## config.mk

```make
export PLATFORM = sky130hd
export DESIGN_NAME = wake_session_handshake_fsm_top
export DESIGN_NICKNAME = d
export VERILOG_FILES = /design/src/hdl/wshs_pkg.sv /design/src/hdl/wshs_front.sv /design/src/hdl/wshs_fifo.sv /design/src/hdl/wshs_back.sv /design/src/hdl/wake_session_handshake_fsm_top.sv
export SDC_FILE = /design/constraint.sdc
export NUM_CORES = 1
export LEC_CHECK = 0
export BUFFER_PORTS_ARGS = -buffer_cell sky130_fd_sc_hd__buf_4
export CAP_MARGIN = 0
export CELL_PAD_IN_SITES_DETAIL_PLACEMENT = 1
export CELL_PAD_IN_SITES_GLOBAL_PLACEMENT = 1
export CORE_MARGIN = 4
export CORE_UTILIZATION = 42
export DETAILED_ROUTE_END_ITERATION = 16
export PLACE_DENSITY_LB_ADDON = 0.25
export SLEW_MARGIN = 0
export SYNTH_ARGS = -nofsm -noshare
export SYNTH_HDL_FRONTEND = slang
export SYNTH_SLANG_ARGS = --single-unit
export TNS_END_PERCENT = 1
```

## constraint.sdc

```tcl
create_clock -name clock -period 4.97 [get_ports clock]
set_clock_uncertainty 0.15 [all_clocks]
set_input_delay 0.994 -clock clock [delete_from_list [all_inputs] [get_ports clock]]
set_output_delay 0.994 -clock clock [all_outputs]
set_load 0.005 [all_outputs]
```

## src/hdl/wshs_pkg.sv

```systemverilog
// Shared types and codes for the wake session handshake controller.
`timescale 1ns / 1ps

package wshs_pkg;

   typedef enum logic [1:0] {
      OP_TICK  = 2'd0,
      OP_START = 2'd1,
      OP_FRAME = 2'd2,
      OP_NONE  = 2'd3
   } op_type;

   typedef enum logic [1:0] {
      FT_CONFIRM = 2'd0,
      FT_STANDBY = 2'd1,
      FT_END     = 2'd2,
      FT_OTHER   = 2'd3
   } frame_kind_type;

   typedef enum logic [2:0] {
      PH_IDLE      = 3'd0,
      PH_HANDSHAKE = 3'd1,
      PH_WORK      = 3'd2,
      PH_GRACE     = 3'd3,
      PH_ENDING    = 3'd4
   } phase_type;

   typedef enum logic [2:0] {
      ACT_WAKE_ACK    = 3'd0,
      ACT_STANDBY_ACK = 3'd1,
      ACT_END         = 3'd2,
      ACT_SAMPLE      = 3'd3,
      ACT_FINISH      = 3'd4
   } action_type;

   typedef enum logic [2:0] {
      OUT_COMPLETED = 3'd0,
      OUT_CANCELLED = 3'd1,
      OUT_TIMEOUT   = 3'd2,
      OUT_WIRELESS  = 3'd3,
      OUT_NONE      = 3'd4
   } outcome_type;

   typedef enum logic [2:0] {
      REG_HOST_MAC       = 3'd0,
      REG_CONFIRM_TMO    = 3'd1,
      REG_WAKE_ACK_PER   = 3'd2,
      REG_GRACE          = 3'd3,
      REG_STANDBY_PER    = 3'd4,
      REG_WORK           = 3'd5,
      REG_SAMPLE_INT     = 3'd6,
      REG_REPEAT_GAP     = 3'd7
   } reg_index_type;

   localparam int QUEUE_DEPTH = 4;
   localparam int QUEUE_AW    = 2;
   localparam int QUEUE_CW    = 3;
   localparam int MAX_RESULTS = 3;

   // Packed from the lowest bit up: peer_mac, sess_num, peer_added,
   // frame_valid, frame_type.
   typedef struct packed {
      logic [1:0]  frame_type;
      logic        frame_valid;
      logic        peer_added;
      logic [31:0] sess_num;
      logic [47:0] peer_mac;
   } req_item_type;

   typedef struct packed {
      logic [1:0]                    count;
      logic [31:0]                   session;
      logic [MAX_RESULTS-1:0][2:0]   act;
      logic [MAX_RESULTS-1:0][1:0]   outc;
   } rsp_bundle_type;

endpackage

```

## src/hdl/wshs_front.sv

```systemverilog
// Front end: configuration, session state machine, result bundle per item that yields results.
`timescale 1ns / 1ps

module wshs_front
   import wshs_pkg::*;
#(
   parameter int TIMER_WIDTH = 16
) (
   input  logic           clock,
   input  logic           reset,
   input  logic           csr_valid,
   input  logic [2:0]     csr_index,
   input  logic [47:0]    csr_data,
   input  logic           in_valid,
   output logic           in_ready,
   input  logic [1:0]     in_op,
   input  req_item_type   in_item,
   input  logic           q_full,
   output logic           q_push,
   output rsp_bundle_type q_data
);

   localparam int CW = (TIMER_WIDTH > 16) ? TIMER_WIDTH : 16;

   function automatic logic [TIMER_WIDTH-1:0] bump(input logic [TIMER_WIDTH-1:0] t);
      return (t != '1) ? t + TIMER_WIDTH'(1) : t;
   endfunction

   logic [47:0] host_mac_ff;
   logic [15:0] confirm_ff, wake_per_ff, grace_ff, standby_per_ff, work_ff, sample_ff;
   logic [7:0]  rgap_ff;

   phase_type               phase_ff, phase_in;
   logic [31:0]             sess_ff, sess_in;
   logic [TIMER_WIDTH-1:0]  pt_ff, pt_in, per_ff, per_in;
   logic [1:0]              kind_ff, kind_in, left_ff, left_in;
   logic [7:0]              gap_ff, gap_in;
   outcome_type             pend_ff, pend_in;

   logic                    acc;
   logic [TIMER_WIDTH-1:0]  pt_b, per_b;
   logic [7:0]              gap_b;
   logic [15:0]             limit, period;
   logic [1:0]              per_kind;
   logic                    timed, expire, burst_fire, period_fire, start_ok, match;
   logic [1:0]              left_after;
   logic [1:0]              n;
   logic [MAX_RESULTS-1:0][2:0] act;
   logic [MAX_RESULTS-1:0][1:0] outc;

   assign in_ready = !q_full;
   assign acc      = in_valid && !q_full;

   always_ff @(posedge clock) begin
      if (reset) begin
         host_mac_ff    <= '0;
         confirm_ff     <= 16'd3000;
         wake_per_ff    <= 16'd200;
         grace_ff       <= 16'd1000;
         standby_per_ff <= 16'd150;
         work_ff        <= 16'd10000;
         sample_ff      <= 16'd100;
         rgap_ff        <= 8'd30;
      end else if (csr_valid) begin
         case (csr_index)
            REG_HOST_MAC:     host_mac_ff    <= csr_data;
            REG_CONFIRM_TMO:  confirm_ff     <= csr_data[15:0];
            REG_WAKE_ACK_PER: wake_per_ff    <= csr_data[15:0];
            REG_GRACE:        grace_ff       <= csr_data[15:0];
            REG_STANDBY_PER:  standby_per_ff <= csr_data[15:0];
            REG_WORK:         work_ff        <= csr_data[15:0];
            REG_SAMPLE_INT:   sample_ff      <= csr_data[15:0];
            REG_REPEAT_GAP:   rgap_ff        <= csr_data[7:0];
            default: ;
         endcase
      end
   end

   // Decisions shared by next-state and output logic.
   always_comb begin
      pt_b  = bump(pt_ff);
      per_b = bump(per_ff);
      gap_b = (gap_ff != 8'hFF) ? gap_ff + 8'd1 : gap_ff;
      case (phase_ff)
         PH_HANDSHAKE: begin
            limit = confirm_ff; period = wake_per_ff; per_kind = 2'(ACT_WAKE_ACK);
         end
         PH_WORK: begin
            limit = work_ff; period = sample_ff; per_kind = 2'(ACT_WAKE_ACK);
         end
         PH_GRACE: begin
            limit = grace_ff; period = standby_per_ff; per_kind = 2'(ACT_STANDBY_ACK);
         end
         default: begin
            limit = confirm_ff; period = wake_per_ff; per_kind = 2'(ACT_WAKE_ACK);
         end
      endcase
      timed       = phase_ff inside {PH_HANDSHAKE, PH_WORK, PH_GRACE};
      expire      = timed && (CW'(pt_b) >= CW'(limit));
      period_fire = CW'(per_b) >= CW'(period);
      burst_fire  = (left_ff != 2'd0) && (gap_b >= rgap_ff);
      left_after  = burst_fire ? left_ff - 2'd1 : left_ff;
      start_ok    = (in_item.peer_mac == host_mac_ff) && (in_item.sess_num != 32'd0)
                    && in_item.peer_added;
      match       = in_item.frame_valid && (in_item.peer_mac == host_mac_ff)
                    && (in_item.sess_num == sess_ff);
   end

   // Next state.
   always_comb begin
      phase_in = phase_ff;
      sess_in  = sess_ff;
      pt_in    = pt_ff;
      per_in   = per_ff;
      kind_in  = kind_ff;
      left_in  = left_ff;
      gap_in   = gap_ff;
      pend_in  = pend_ff;
      if (acc) begin
         case (in_op)
            OP_TICK: begin
               if (timed) begin
                  pt_in = pt_b;
                  if (expire) begin
                     if (phase_ff == PH_WORK) begin
                        phase_in = PH_ENDING;
                        pend_in  = OUT_COMPLETED;
                        kind_in  = 2'(ACT_END);
                        left_in  = 2'd2;
                        gap_in   = '0;
                     end else begin
                        phase_in = PH_IDLE;
                        left_in  = '0;
                        gap_in   = '0;
                        pend_in  = OUT_NONE;
                     end
                  end else begin
                     if (left_ff != 2'd0) begin
                        gap_in  = burst_fire ? 8'd0 : gap_b;
                        left_in = left_after;
                     end
                     per_in = period_fire ? '0 : per_b;
                     if (period_fire && phase_ff != PH_WORK) begin
                        kind_in = per_kind;
                        left_in = 2'd1;
                        gap_in  = '0;
                     end
                  end
               end else if (phase_ff == PH_ENDING) begin
                  if (left_ff != 2'd0) begin
                     gap_in  = burst_fire ? 8'd0 : gap_b;
                     left_in = left_after;
                  end
                  if (left_after == 2'd0) begin
                     phase_in = PH_IDLE;
                     left_in  = '0;
                     gap_in   = '0;
                     pend_in  = OUT_NONE;
                  end
               end
            end
            OP_START: begin
               if (phase_ff == PH_IDLE) begin
                  sess_in = in_item.sess_num;
                  if (!start_ok) begin
                     left_in = '0;
                     gap_in  = '0;
                     pend_in = OUT_NONE;
                  end else begin
                     phase_in = PH_HANDSHAKE;
                     pt_in    = '0;
                     per_in   = '0;
                     pend_in  = OUT_NONE;
                     kind_in  = 2'(ACT_WAKE_ACK);
                     left_in  = 2'd1;
                     gap_in   = '0;
                  end
               end
            end
            OP_FRAME: begin
               if (match && (phase_ff == PH_HANDSHAKE || phase_ff == PH_WORK)) begin
                  if (in_item.frame_type == FT_CONFIRM && phase_ff == PH_HANDSHAKE) begin
                     phase_in = PH_WORK;
                     pt_in    = '0;
                     per_in   = '0;
                  end else if (in_item.frame_type == FT_STANDBY) begin
                     phase_in = PH_GRACE;
                     pend_in  = (phase_ff == PH_HANDSHAKE) ? OUT_CANCELLED : OUT_COMPLETED;
                     pt_in    = '0;
                     per_in   = '0;
                     kind_in  = 2'(ACT_STANDBY_ACK);
                     left_in  = 2'd1;
                     gap_in   = '0;
                  end else if (in_item.frame_type == FT_END) begin
                     phase_in = PH_ENDING;
                     pend_in  = (phase_ff == PH_HANDSHAKE) ? OUT_CANCELLED : OUT_COMPLETED;
                     kind_in  = 2'(ACT_END);
                     left_in  = 2'd2;
                     gap_in   = '0;
                  end
               end else if (match && phase_ff == PH_GRACE
                            && in_item.frame_type == FT_STANDBY) begin
                  per_in  = '0;
                  kind_in = 2'(ACT_STANDBY_ACK);
                  left_in = 2'd1;
                  gap_in  = '0;
               end
            end
            default: ;
         endcase
      end
   end

   // Results of the accepted item.
   always_comb begin
      n    = '0;
      act  = '0;
      outc = '0;
      if (acc) begin
         case (in_op)
            OP_TICK: begin
               if (timed) begin
                  if (expire) begin
                     if (phase_ff == PH_WORK) begin
                        act[n] = ACT_END;
                     end else begin
                        act[n]  = ACT_FINISH;
                        outc[n] = (phase_ff == PH_HANDSHAKE) ? 2'(OUT_TIMEOUT)
                                                             : pend_ff[1:0];
                     end
                     n = n + 2'd1;
                  end else begin
                     if (burst_fire) begin
                        act[n] = {1'b0, kind_ff};
                        n = n + 2'd1;
                     end
                     if (period_fire) begin
                        act[n] = (phase_ff == PH_WORK) ? ACT_SAMPLE : {1'b0, per_kind};
                        n = n + 2'd1;
                     end
                  end
               end else if (phase_ff == PH_ENDING) begin
                  if (burst_fire) begin
                     act[n] = {1'b0, kind_ff};
                     n = n + 2'd1;
                  end
                  if (left_after == 2'd0) begin
                     act[n]  = ACT_FINISH;
                     outc[n] = pend_ff[1:0];
                     n = n + 2'd1;
                  end
               end
            end
            OP_START: begin
               if (phase_ff == PH_IDLE) begin
                  if (!start_ok) begin
                     act[0]  = ACT_FINISH;
                     outc[0] = 2'(OUT_WIRELESS);
                  end else begin
                     act[0] = ACT_WAKE_ACK;
                  end
                  n = 2'd1;
               end
            end
            OP_FRAME: begin
               if (match) begin
                  case (phase_ff)
                     PH_HANDSHAKE: begin
                        case (in_item.frame_type)
                           FT_CONFIRM: begin act[0] = ACT_SAMPLE;      n = 2'd1; end
                           FT_STANDBY: begin act[0] = ACT_STANDBY_ACK; n = 2'd1; end
                           FT_END:     begin act[0] = ACT_END;         n = 2'd1; end
                           default: ;
                        endcase
                     end
                     PH_WORK: begin
                        case (in_item.frame_type)
                           FT_STANDBY: begin act[0] = ACT_STANDBY_ACK; n = 2'd1; end
                           FT_END:     begin act[0] = ACT_END;         n = 2'd1; end
                           default: ;
                        endcase
                     end
                     PH_GRACE: begin
                        if (in_item.frame_type == FT_STANDBY) begin
                           act[0] = ACT_STANDBY_ACK;
                           n = 2'd1;
                        end
                     end
                     default: ;
                  endcase
               end
            end
            default: ;
         endcase
      end
      q_data.count   = n;
      q_data.session = sess_in;
      q_data.act     = act;
      q_data.outc    = outc;
      q_push         = acc && (n != 2'd0);
   end

   always_ff @(posedge clock) begin
      if (reset) begin
         phase_ff <= PH_IDLE;
         sess_ff  <= '0;
         pt_ff    <= '0;
         per_ff   <= '0;
         kind_ff  <= '0;
         left_ff  <= '0;
         gap_ff   <= '0;
         pend_ff  <= OUT_NONE;
      end else begin
         phase_ff <= phase_in;
         sess_ff  <= sess_in;
         pt_ff    <= pt_in;
         per_ff   <= per_in;
         kind_ff  <= kind_in;
         left_ff  <= left_in;
         gap_ff   <= gap_in;
         pend_ff  <= pend_in;
      end
   end

endmodule

```

## src/hdl/wshs_fifo.sv

```systemverilog
// Short queue of result bundles between front and back end.
`timescale 1ns / 1ps

module wshs_fifo
   import wshs_pkg::*;
(
   input  logic           clock,
   input  logic           reset,
   input  logic           push,
   input  rsp_bundle_type wr_data,
   input  logic           pop,
   output rsp_bundle_type head,
   output logic           full,
   output logic           empty
);

   rsp_bundle_type        mem_ff [QUEUE_DEPTH];
   logic [QUEUE_AW-1:0]   wr_ptr_ff, wr_ptr_in, rd_ptr_ff, rd_ptr_in;
   logic [QUEUE_CW-1:0]   cnt_ff, cnt_in;

   assign full  = (cnt_ff == QUEUE_CW'(QUEUE_DEPTH));
   assign empty = (cnt_ff == '0);
   assign head  = mem_ff[rd_ptr_ff];

   always_comb begin
      wr_ptr_in = push ? wr_ptr_ff + QUEUE_AW'(1) : wr_ptr_ff;
      rd_ptr_in = pop  ? rd_ptr_ff + QUEUE_AW'(1) : rd_ptr_ff;
      cnt_in    = cnt_ff + QUEUE_CW'(push) - QUEUE_CW'(pop);
   end

   always_ff @(posedge clock) begin
      if (push) begin
         mem_ff[wr_ptr_ff] <= wr_data;
      end
   end

   always_ff @(posedge clock) begin
      if (reset) begin
         wr_ptr_ff <= '0;
         rd_ptr_ff <= '0;
         cnt_ff    <= '0;
      end else begin
         wr_ptr_ff <= wr_ptr_in;
         rd_ptr_ff <= rd_ptr_in;
         cnt_ff    <= cnt_in;
      end
   end

endmodule

```

## src/hdl/wshs_back.sv

```systemverilog
// Back end: send the results of each queued bundle one item at a time.
`timescale 1ns / 1ps

module wshs_back
   import wshs_pkg::*;
(
   input  logic           clock,
   input  logic           reset,
   input  rsp_bundle_type head,
   input  logic           empty,
   output logic           pop,
   output logic           out_valid,
   input  logic           out_ready,
   output logic [2:0]     out_action,
   output logic [31:0]    out_session,
   output logic [1:0]     out_outcome,
   output logic           out_last
);

   logic [1:0] idx_ff, idx_in;
   logic       fire;

   always_comb begin
      out_valid   = !empty;
      out_action  = head.act[idx_ff];
      out_outcome = head.outc[idx_ff];
      out_session = head.session;
      out_last    = (idx_ff == head.count - 2'd1);
      fire        = out_valid && out_ready;
      pop         = fire && out_last;
      idx_in      = fire ? (out_last ? 2'd0 : idx_ff + 2'd1) : idx_ff;
   end

   always_ff @(posedge clock) begin
      if (reset) begin
         idx_ff <= '0;
      end else begin
         idx_ff <= idx_in;
      end
   end

endmodule

```

## src/hdl/wake_session_handshake_fsm_top.sv

```systemverilog
// Top level of the slave-side wake session handshake controller.
//
//  channel  | direction | handshake             | payload
//  req_     | in        | req_tvalid/req_tready | tdata events, tuser operation
//  rsp_     | out       | rsp_tvalid/rsp_tready | tdata session/outcome, tuser action
//  csr_     | in        | csr_valid/csr_ready   | csr_index, csr_data
//
// An item is taken whenever the result queue has room; it yields zero to two
// results, sent one per cycle from the queue head while rsp_tready is high.
// Results appear on rsp_ in the cycle after the item at the earliest.
// Synchronous active-high reset clears state and queue and loads configuration defaults.
// req_tready drops only while the four-entry result queue is full.
`timescale 1ns / 1ps

module wake_session_handshake_fsm_top
   import wshs_pkg::*;
#(
   parameter int TIMER_WIDTH = 16
) (
   input  logic        clock,
   input  logic        reset,
   input  logic        req_tvalid,
   output logic        req_tready,
   input  logic [87:0] req_tdata,  // peer_mac, sess_num, peer_added, frame_valid, frame_type
   input  logic [1:0]  req_tuser,  // operation
   output logic        rsp_tvalid,
   input  logic        rsp_tready,
   output logic [39:0] rsp_tdata,  // out_session, outcome
   output logic [2:0]  rsp_tuser,  // action
   output logic        rsp_tlast,
   input  logic        csr_valid,
   output logic        csr_ready,
   input  logic [2:0]  csr_index,
   input  logic [47:0] csr_data
);

   req_item_type   item;
   rsp_bundle_type q_wr, q_head;
   logic           q_push, q_pop, q_full, q_empty;
   logic [31:0]    session;
   logic [1:0]     outcome;

   assign item      = req_item_type'(req_tdata[83:0]);
   assign csr_ready = 1'b1;
   assign rsp_tdata = {6'b0, outcome, session};

   wshs_front #(
      .TIMER_WIDTH(TIMER_WIDTH)
   ) u_front (
      .clock     (clock),
      .reset     (reset),
      .csr_valid (csr_valid),
      .csr_index (csr_index),
      .csr_data  (csr_data),
      .in_valid  (req_tvalid),
      .in_ready  (req_tready),
      .in_op     (req_tuser),
      .in_item   (item),
      .q_full    (q_full),
      .q_push    (q_push),
      .q_data    (q_wr)
   );

   wshs_fifo u_fifo (
      .clock   (clock),
      .reset   (reset),
      .push    (q_push),
      .wr_data (q_wr),
      .pop     (q_pop),
      .head    (q_head),
      .full    (q_full),
      .empty   (q_empty)
   );

   wshs_back u_back (
      .clock       (clock),
      .reset       (reset),
      .head        (q_head),
      .empty       (q_empty),
      .pop         (q_pop),
      .out_valid   (rsp_tvalid),
      .out_ready   (rsp_tready),
      .out_action  (rsp_tuser),
      .out_session (session),
      .out_outcome (outcome),
      .out_last    (rsp_tlast)
   );

   a_reset_empty: assert property (@(posedge clock) reset |=> !rsp_tvalid)
      else $error("result valid right after reset");

   a_outcome_zero: assert property (@(posedge clock) disable iff (reset)
      (rsp_tvalid && rsp_tuser != ACT_FINISH) |-> (outcome == 2'd0))
      else $error("outcome set on a non-finish result");

   a_finish_last: assert property (@(posedge clock) disable iff (reset)
      (rsp_tvalid && rsp_tuser == ACT_FINISH) |-> rsp_tlast)
      else $error("finish result not marked last");

endmodule
```

==> impl_metrics.env <==
export IMPL_status="finished, violations left"
export IMPL_violations="setup timing"
export IMPL_ios=193
export IMPL_p_leak_uw=0.009316
export IMPL_hold_violations=0
export IMPL_synth_top_area_share=0.2617
export IMPL_final_cells=2833
export IMPL_start_util=0.4248
export IMPL_startpoint_type="flip-flop"
export IMPL_path_class="reg2reg"
export IMPL_die_area_um2=50520
export IMPL_critPathLaunch="u_front.per_ff[6]"
export IMPL_hp_start="u_front.rgap_ff[7]"
export IMPL_synthesis_area_um2=19740
export IMPL_gr_total_overflow=0
export IMPL_ys_flop_type="dfxtp_1"
export IMPL_netlist_top_cells_count="360 x nand2_1, 243 x dfxtp_1, 192 x a21oi_1"
export IMPL_critical_path_endpoint="u_fifo.cnt_ff[2]"
export IMPL_cts_clk_slew_worst_paths_ns=0.06
export IMPL_root_buffer="clkbuf_16"
export IMPL_ant_nets=0
export IMPL_power_density_nw_per_um2=321.9
export IMPL_synth_seq_cells=415
export IMPL_finalSetupViolCount=1
export IMPL_cts_sinks=415
export IMPL_cts_made_buffers=45
export IMPL_synth_cell_types=83
export IMPL_wl_um=59840
export IMPL_regToRegSetupSlack_ns=-0.09
export IMPL_hold_buffers=0
export IMPL_ys_seq_area_frac=0.5082
export IMPL_rr_startpoint="u_front.per_ff[6]"
export IMPL_gp_routability_congestion=0.8717
export IMPL_timing_final_ws_setup_ns=-0.09441
export IMPL_drt_iter0_drc=1017
export IMPL_die_y_um=224.8
export IMPL_detailed_place_hpwl_um=40340
export IMPL_vias=15638
export IMPL_grt_pass1_vias=16607
export IMPL_max_freq_ghz=0.1975
export IMPL_tightestPinTransition_ns=1.259
export IMPL_synth_cells=1934
export IMPL_worstHoldPathType="reg2reg"
export IMPL_critPathMaxFanout=5
export IMPL_grt_start_max_net_pins=80
export IMPL_dp_cells=2734
export IMPL_timing_rr_end="u_fifo.cnt_ff[2]"
export IMPL_crit_path_end_kind="flip-flop"
export IMPL_arrival_ns=5.36
export IMPL_antenna_found_initial=1
export IMPL_required_ns=5.27
export IMPL_finalCritPeriodShare=1.019
export IMPL_rr_worst_depth=24
export IMPL_power_uw=7789
export IMPL_cts_htree_levels=2
export IMPL_max_slew_margin=0.1575
export IMPL_ir_drop_mv=0.2516
export IMPL_dr_pass1_iters=5
export IMPL_avgSynthCellArea_um2=10.20
export IMPL_drv_slew=0
export IMPL_cts_tree="built"
export IMPL_synth_warnings=0
export IMPL_synthTopCellsByArea="edfxtp_1 26%, dfxtp_1 25%, nand2_1 6.8%"
export IMPL_placed_cell_area_um2=22380
export IMPL_coreArea_um2=46460
export IMPL_fin_crit_ns=5.064
export IMPL_synth_most_common_cell="nand2_1"
export IMPL_cts_buffer_depth=3
export IMPL_design_area_um2=24200
export IMPL_fin_nets=2399
export IMPL_fp_dieW_um=224.8
export IMPL_post_drt_wl_per_cell_um=21.12
export IMPL_grtUsageTotal=0.2302
export IMPL_yosys_area_top_type="edfxtp_1"
export IMPL_syn2layout_area_growth_pct=22.60
export IMPL_maxCapViolations=0
export IMPL_clkLatencyLatePin_ns=0.60
export IMPL_rsz0062_at_grt="yes"
export IMPL_ys_async_sr_fraction=0
export IMPL_vias_per_cell=5.520
export IMPL_grt_pass1_wl_um=92300
export IMPL_route_detailed_drc=0
export IMPL_port_buffers=181
export IMPL_drive_gt1_frac=0.2467
export IMPL_row_count=79
export IMPL_synth_edff_count=172
==> layout by cell type (no fill, tap or decap), types with 7 or more instances in the layout <==
master / n
nand2_1: 359
buf_4: 311
dfxtp_1: 232
a21oi_1: 188
edfxtp_1: 172
nor2_1: 112
nand3_1: 60
xor2_1: 59
ha_1: 58
xnor2_1: 47
mux2i_1: 46
clkbuf_16: 45
mux4_2: 43
mux2_2: 39
and2_1: 37
o21ai_0: 33
nand4_1: 32
inv_1: 28
nor4_1: 26
and3_1: 18
nor2b_1: 17
nand2b_1: 14
nor3_1: 13
dfxtp_2: 11
clkbuf_1: 11
or3_1: 10
a22o_1: 8
clkbuf_8: 8
o211ai_1: 7
a31o_2: 7
conb_1: 7
clkinv_2: 7
==> metal layers <==
metal  routed length, µm  GRT usage
met1               25490     0.2911
met4                1275    0.06166
met5                   0          0
met2               30330     0.4121
met3                2742    0.03589
==> logic make-up (layout without fill, tap and decap cells) <==
logic type,count (synthesis),after routing,share of synthesized area
XOR/XNOR,112,112,0.04970
buffers and inverters,146,432,0.03106
flip-flops,415,415,0.5082
multiplexers,128,128,0.09465
AND/OR/NAND/NOR,757,757,0.1806
adder cells (fa/ha/maj),63,63,0.04032
AO/OA/AOI/OAI,311,311,0.09516
other,2,8,0.0003805
==> power breakdown <==
group | total (µW) | internal [µW] | switching [µW]
clock | 3300 | 1860 | 1440
sequential | 3680 | 3630 | 50.7
combinational | 807 | 353 | 455
total | 7790 | 5840 | 1950
==> registers in the layout, indices dropped and copies added, names as in the netlist, named ones only <==
signal / flops
u_front.gap_ff: 8
u_front.wake_per_ff: 16
u_front.standby_per_ff: 16
u_front.per_ff: 16
u_front.sess_ff: 32
u_front.phase_ff: 3
u_back.idx_ff: 2
u_front.sample_ff: 16
u_front.pt_ff: 16
u_front.host_mac_ff: 48
u_front.kind_ff: 2
u_fifo.wr_ptr_ff: 2
u_fifo.mem_ff: 172
u_front.confirm_ff: 16
u_fifo.cnt_ff: 3
u_front.work_ff: 16
u_fifo.rd_ptr_ff: 2
u_front.left_ff: 2
u_front.grace_ff: 16
u_front.rgap_ff: 8
u_front.pend_ff: 1
==> critical path: stages (launching register included) <==
cell and delay, ns:
dfxtp_2 0.33, and4_4 0.23, nand4_1 0.11, or3_4 0.45, and2_4 0.20, nand2_4 0.07
xnor2_2 0.12, ha_1 0.28, a21oi_2 0.18, nor3_2 0.06, or3_1 0.30, a211o_1 0.37
ha_4 0.28, o21bai_4 0.14, a21oi_2 0.07, a211o_1 0.29, inv_2 0.09, ha_4 0.20
inv_4 0.05, ha_4 0.12, inv_2 0.04, fa_2 0.38, xor2_1 0.20, xnor2_1 0.15
nor2_1 0.05
==> layout make-up <==
class,count,area [µm²]
diodes,1,2.502
clock buffers,64,1277
clock inverters,18,172.7
fillers,5115,22260
inverters,32,122.6
multi-input cells,1378,9353
flip-flops and latches,415,10040
well taps,607,759.5
repair buffers,318,2466
==> metrics by stage <==
stage | hold WS, ns | setup TNS (ns) | setup slack (ns) | util
floorplan | 0.2857 | -41.43 | -0.3184 | -
global placement | 0.2912 | -0.3835 | -0.3005 | 0.4817
detailed placement | 0.2961 | -0.5473 | -0.3628 | 0.4817
CTS | 0.3069 | -0.1182 | -0.1182 | 0.5151
global route | 0.3207 | -0.4492 | -0.2398 | 0.5208
finish | 0.3025 | -0.09441 | -0.09441 | 0.5208
==> worst min-delay path by stage <==
stage                                   end  slack [ns]  cells after the start
global placement        u_front.grace_ff[2]        0.29                      2
CTS                     u_front.work_ff[11]        0.31                      2
detailed placement       u_front.work_ff[3]        0.30                      2
floorplan              u_front.sample_ff[0]        0.29                      2
global route        u_front.wake_per_ff[12]        0.32                      2
finish                   u_front.rgap_ff[7]        0.30                      2
==> what timing repair did <==
action / in CTS / in global routing
endpoints found under the setup margin: 2 / 17
gates resized for setup: 13 / 44
setup buffers: 6 / 10
pin swaps: 12 / 37
Power figures use the tool's default switching activity.
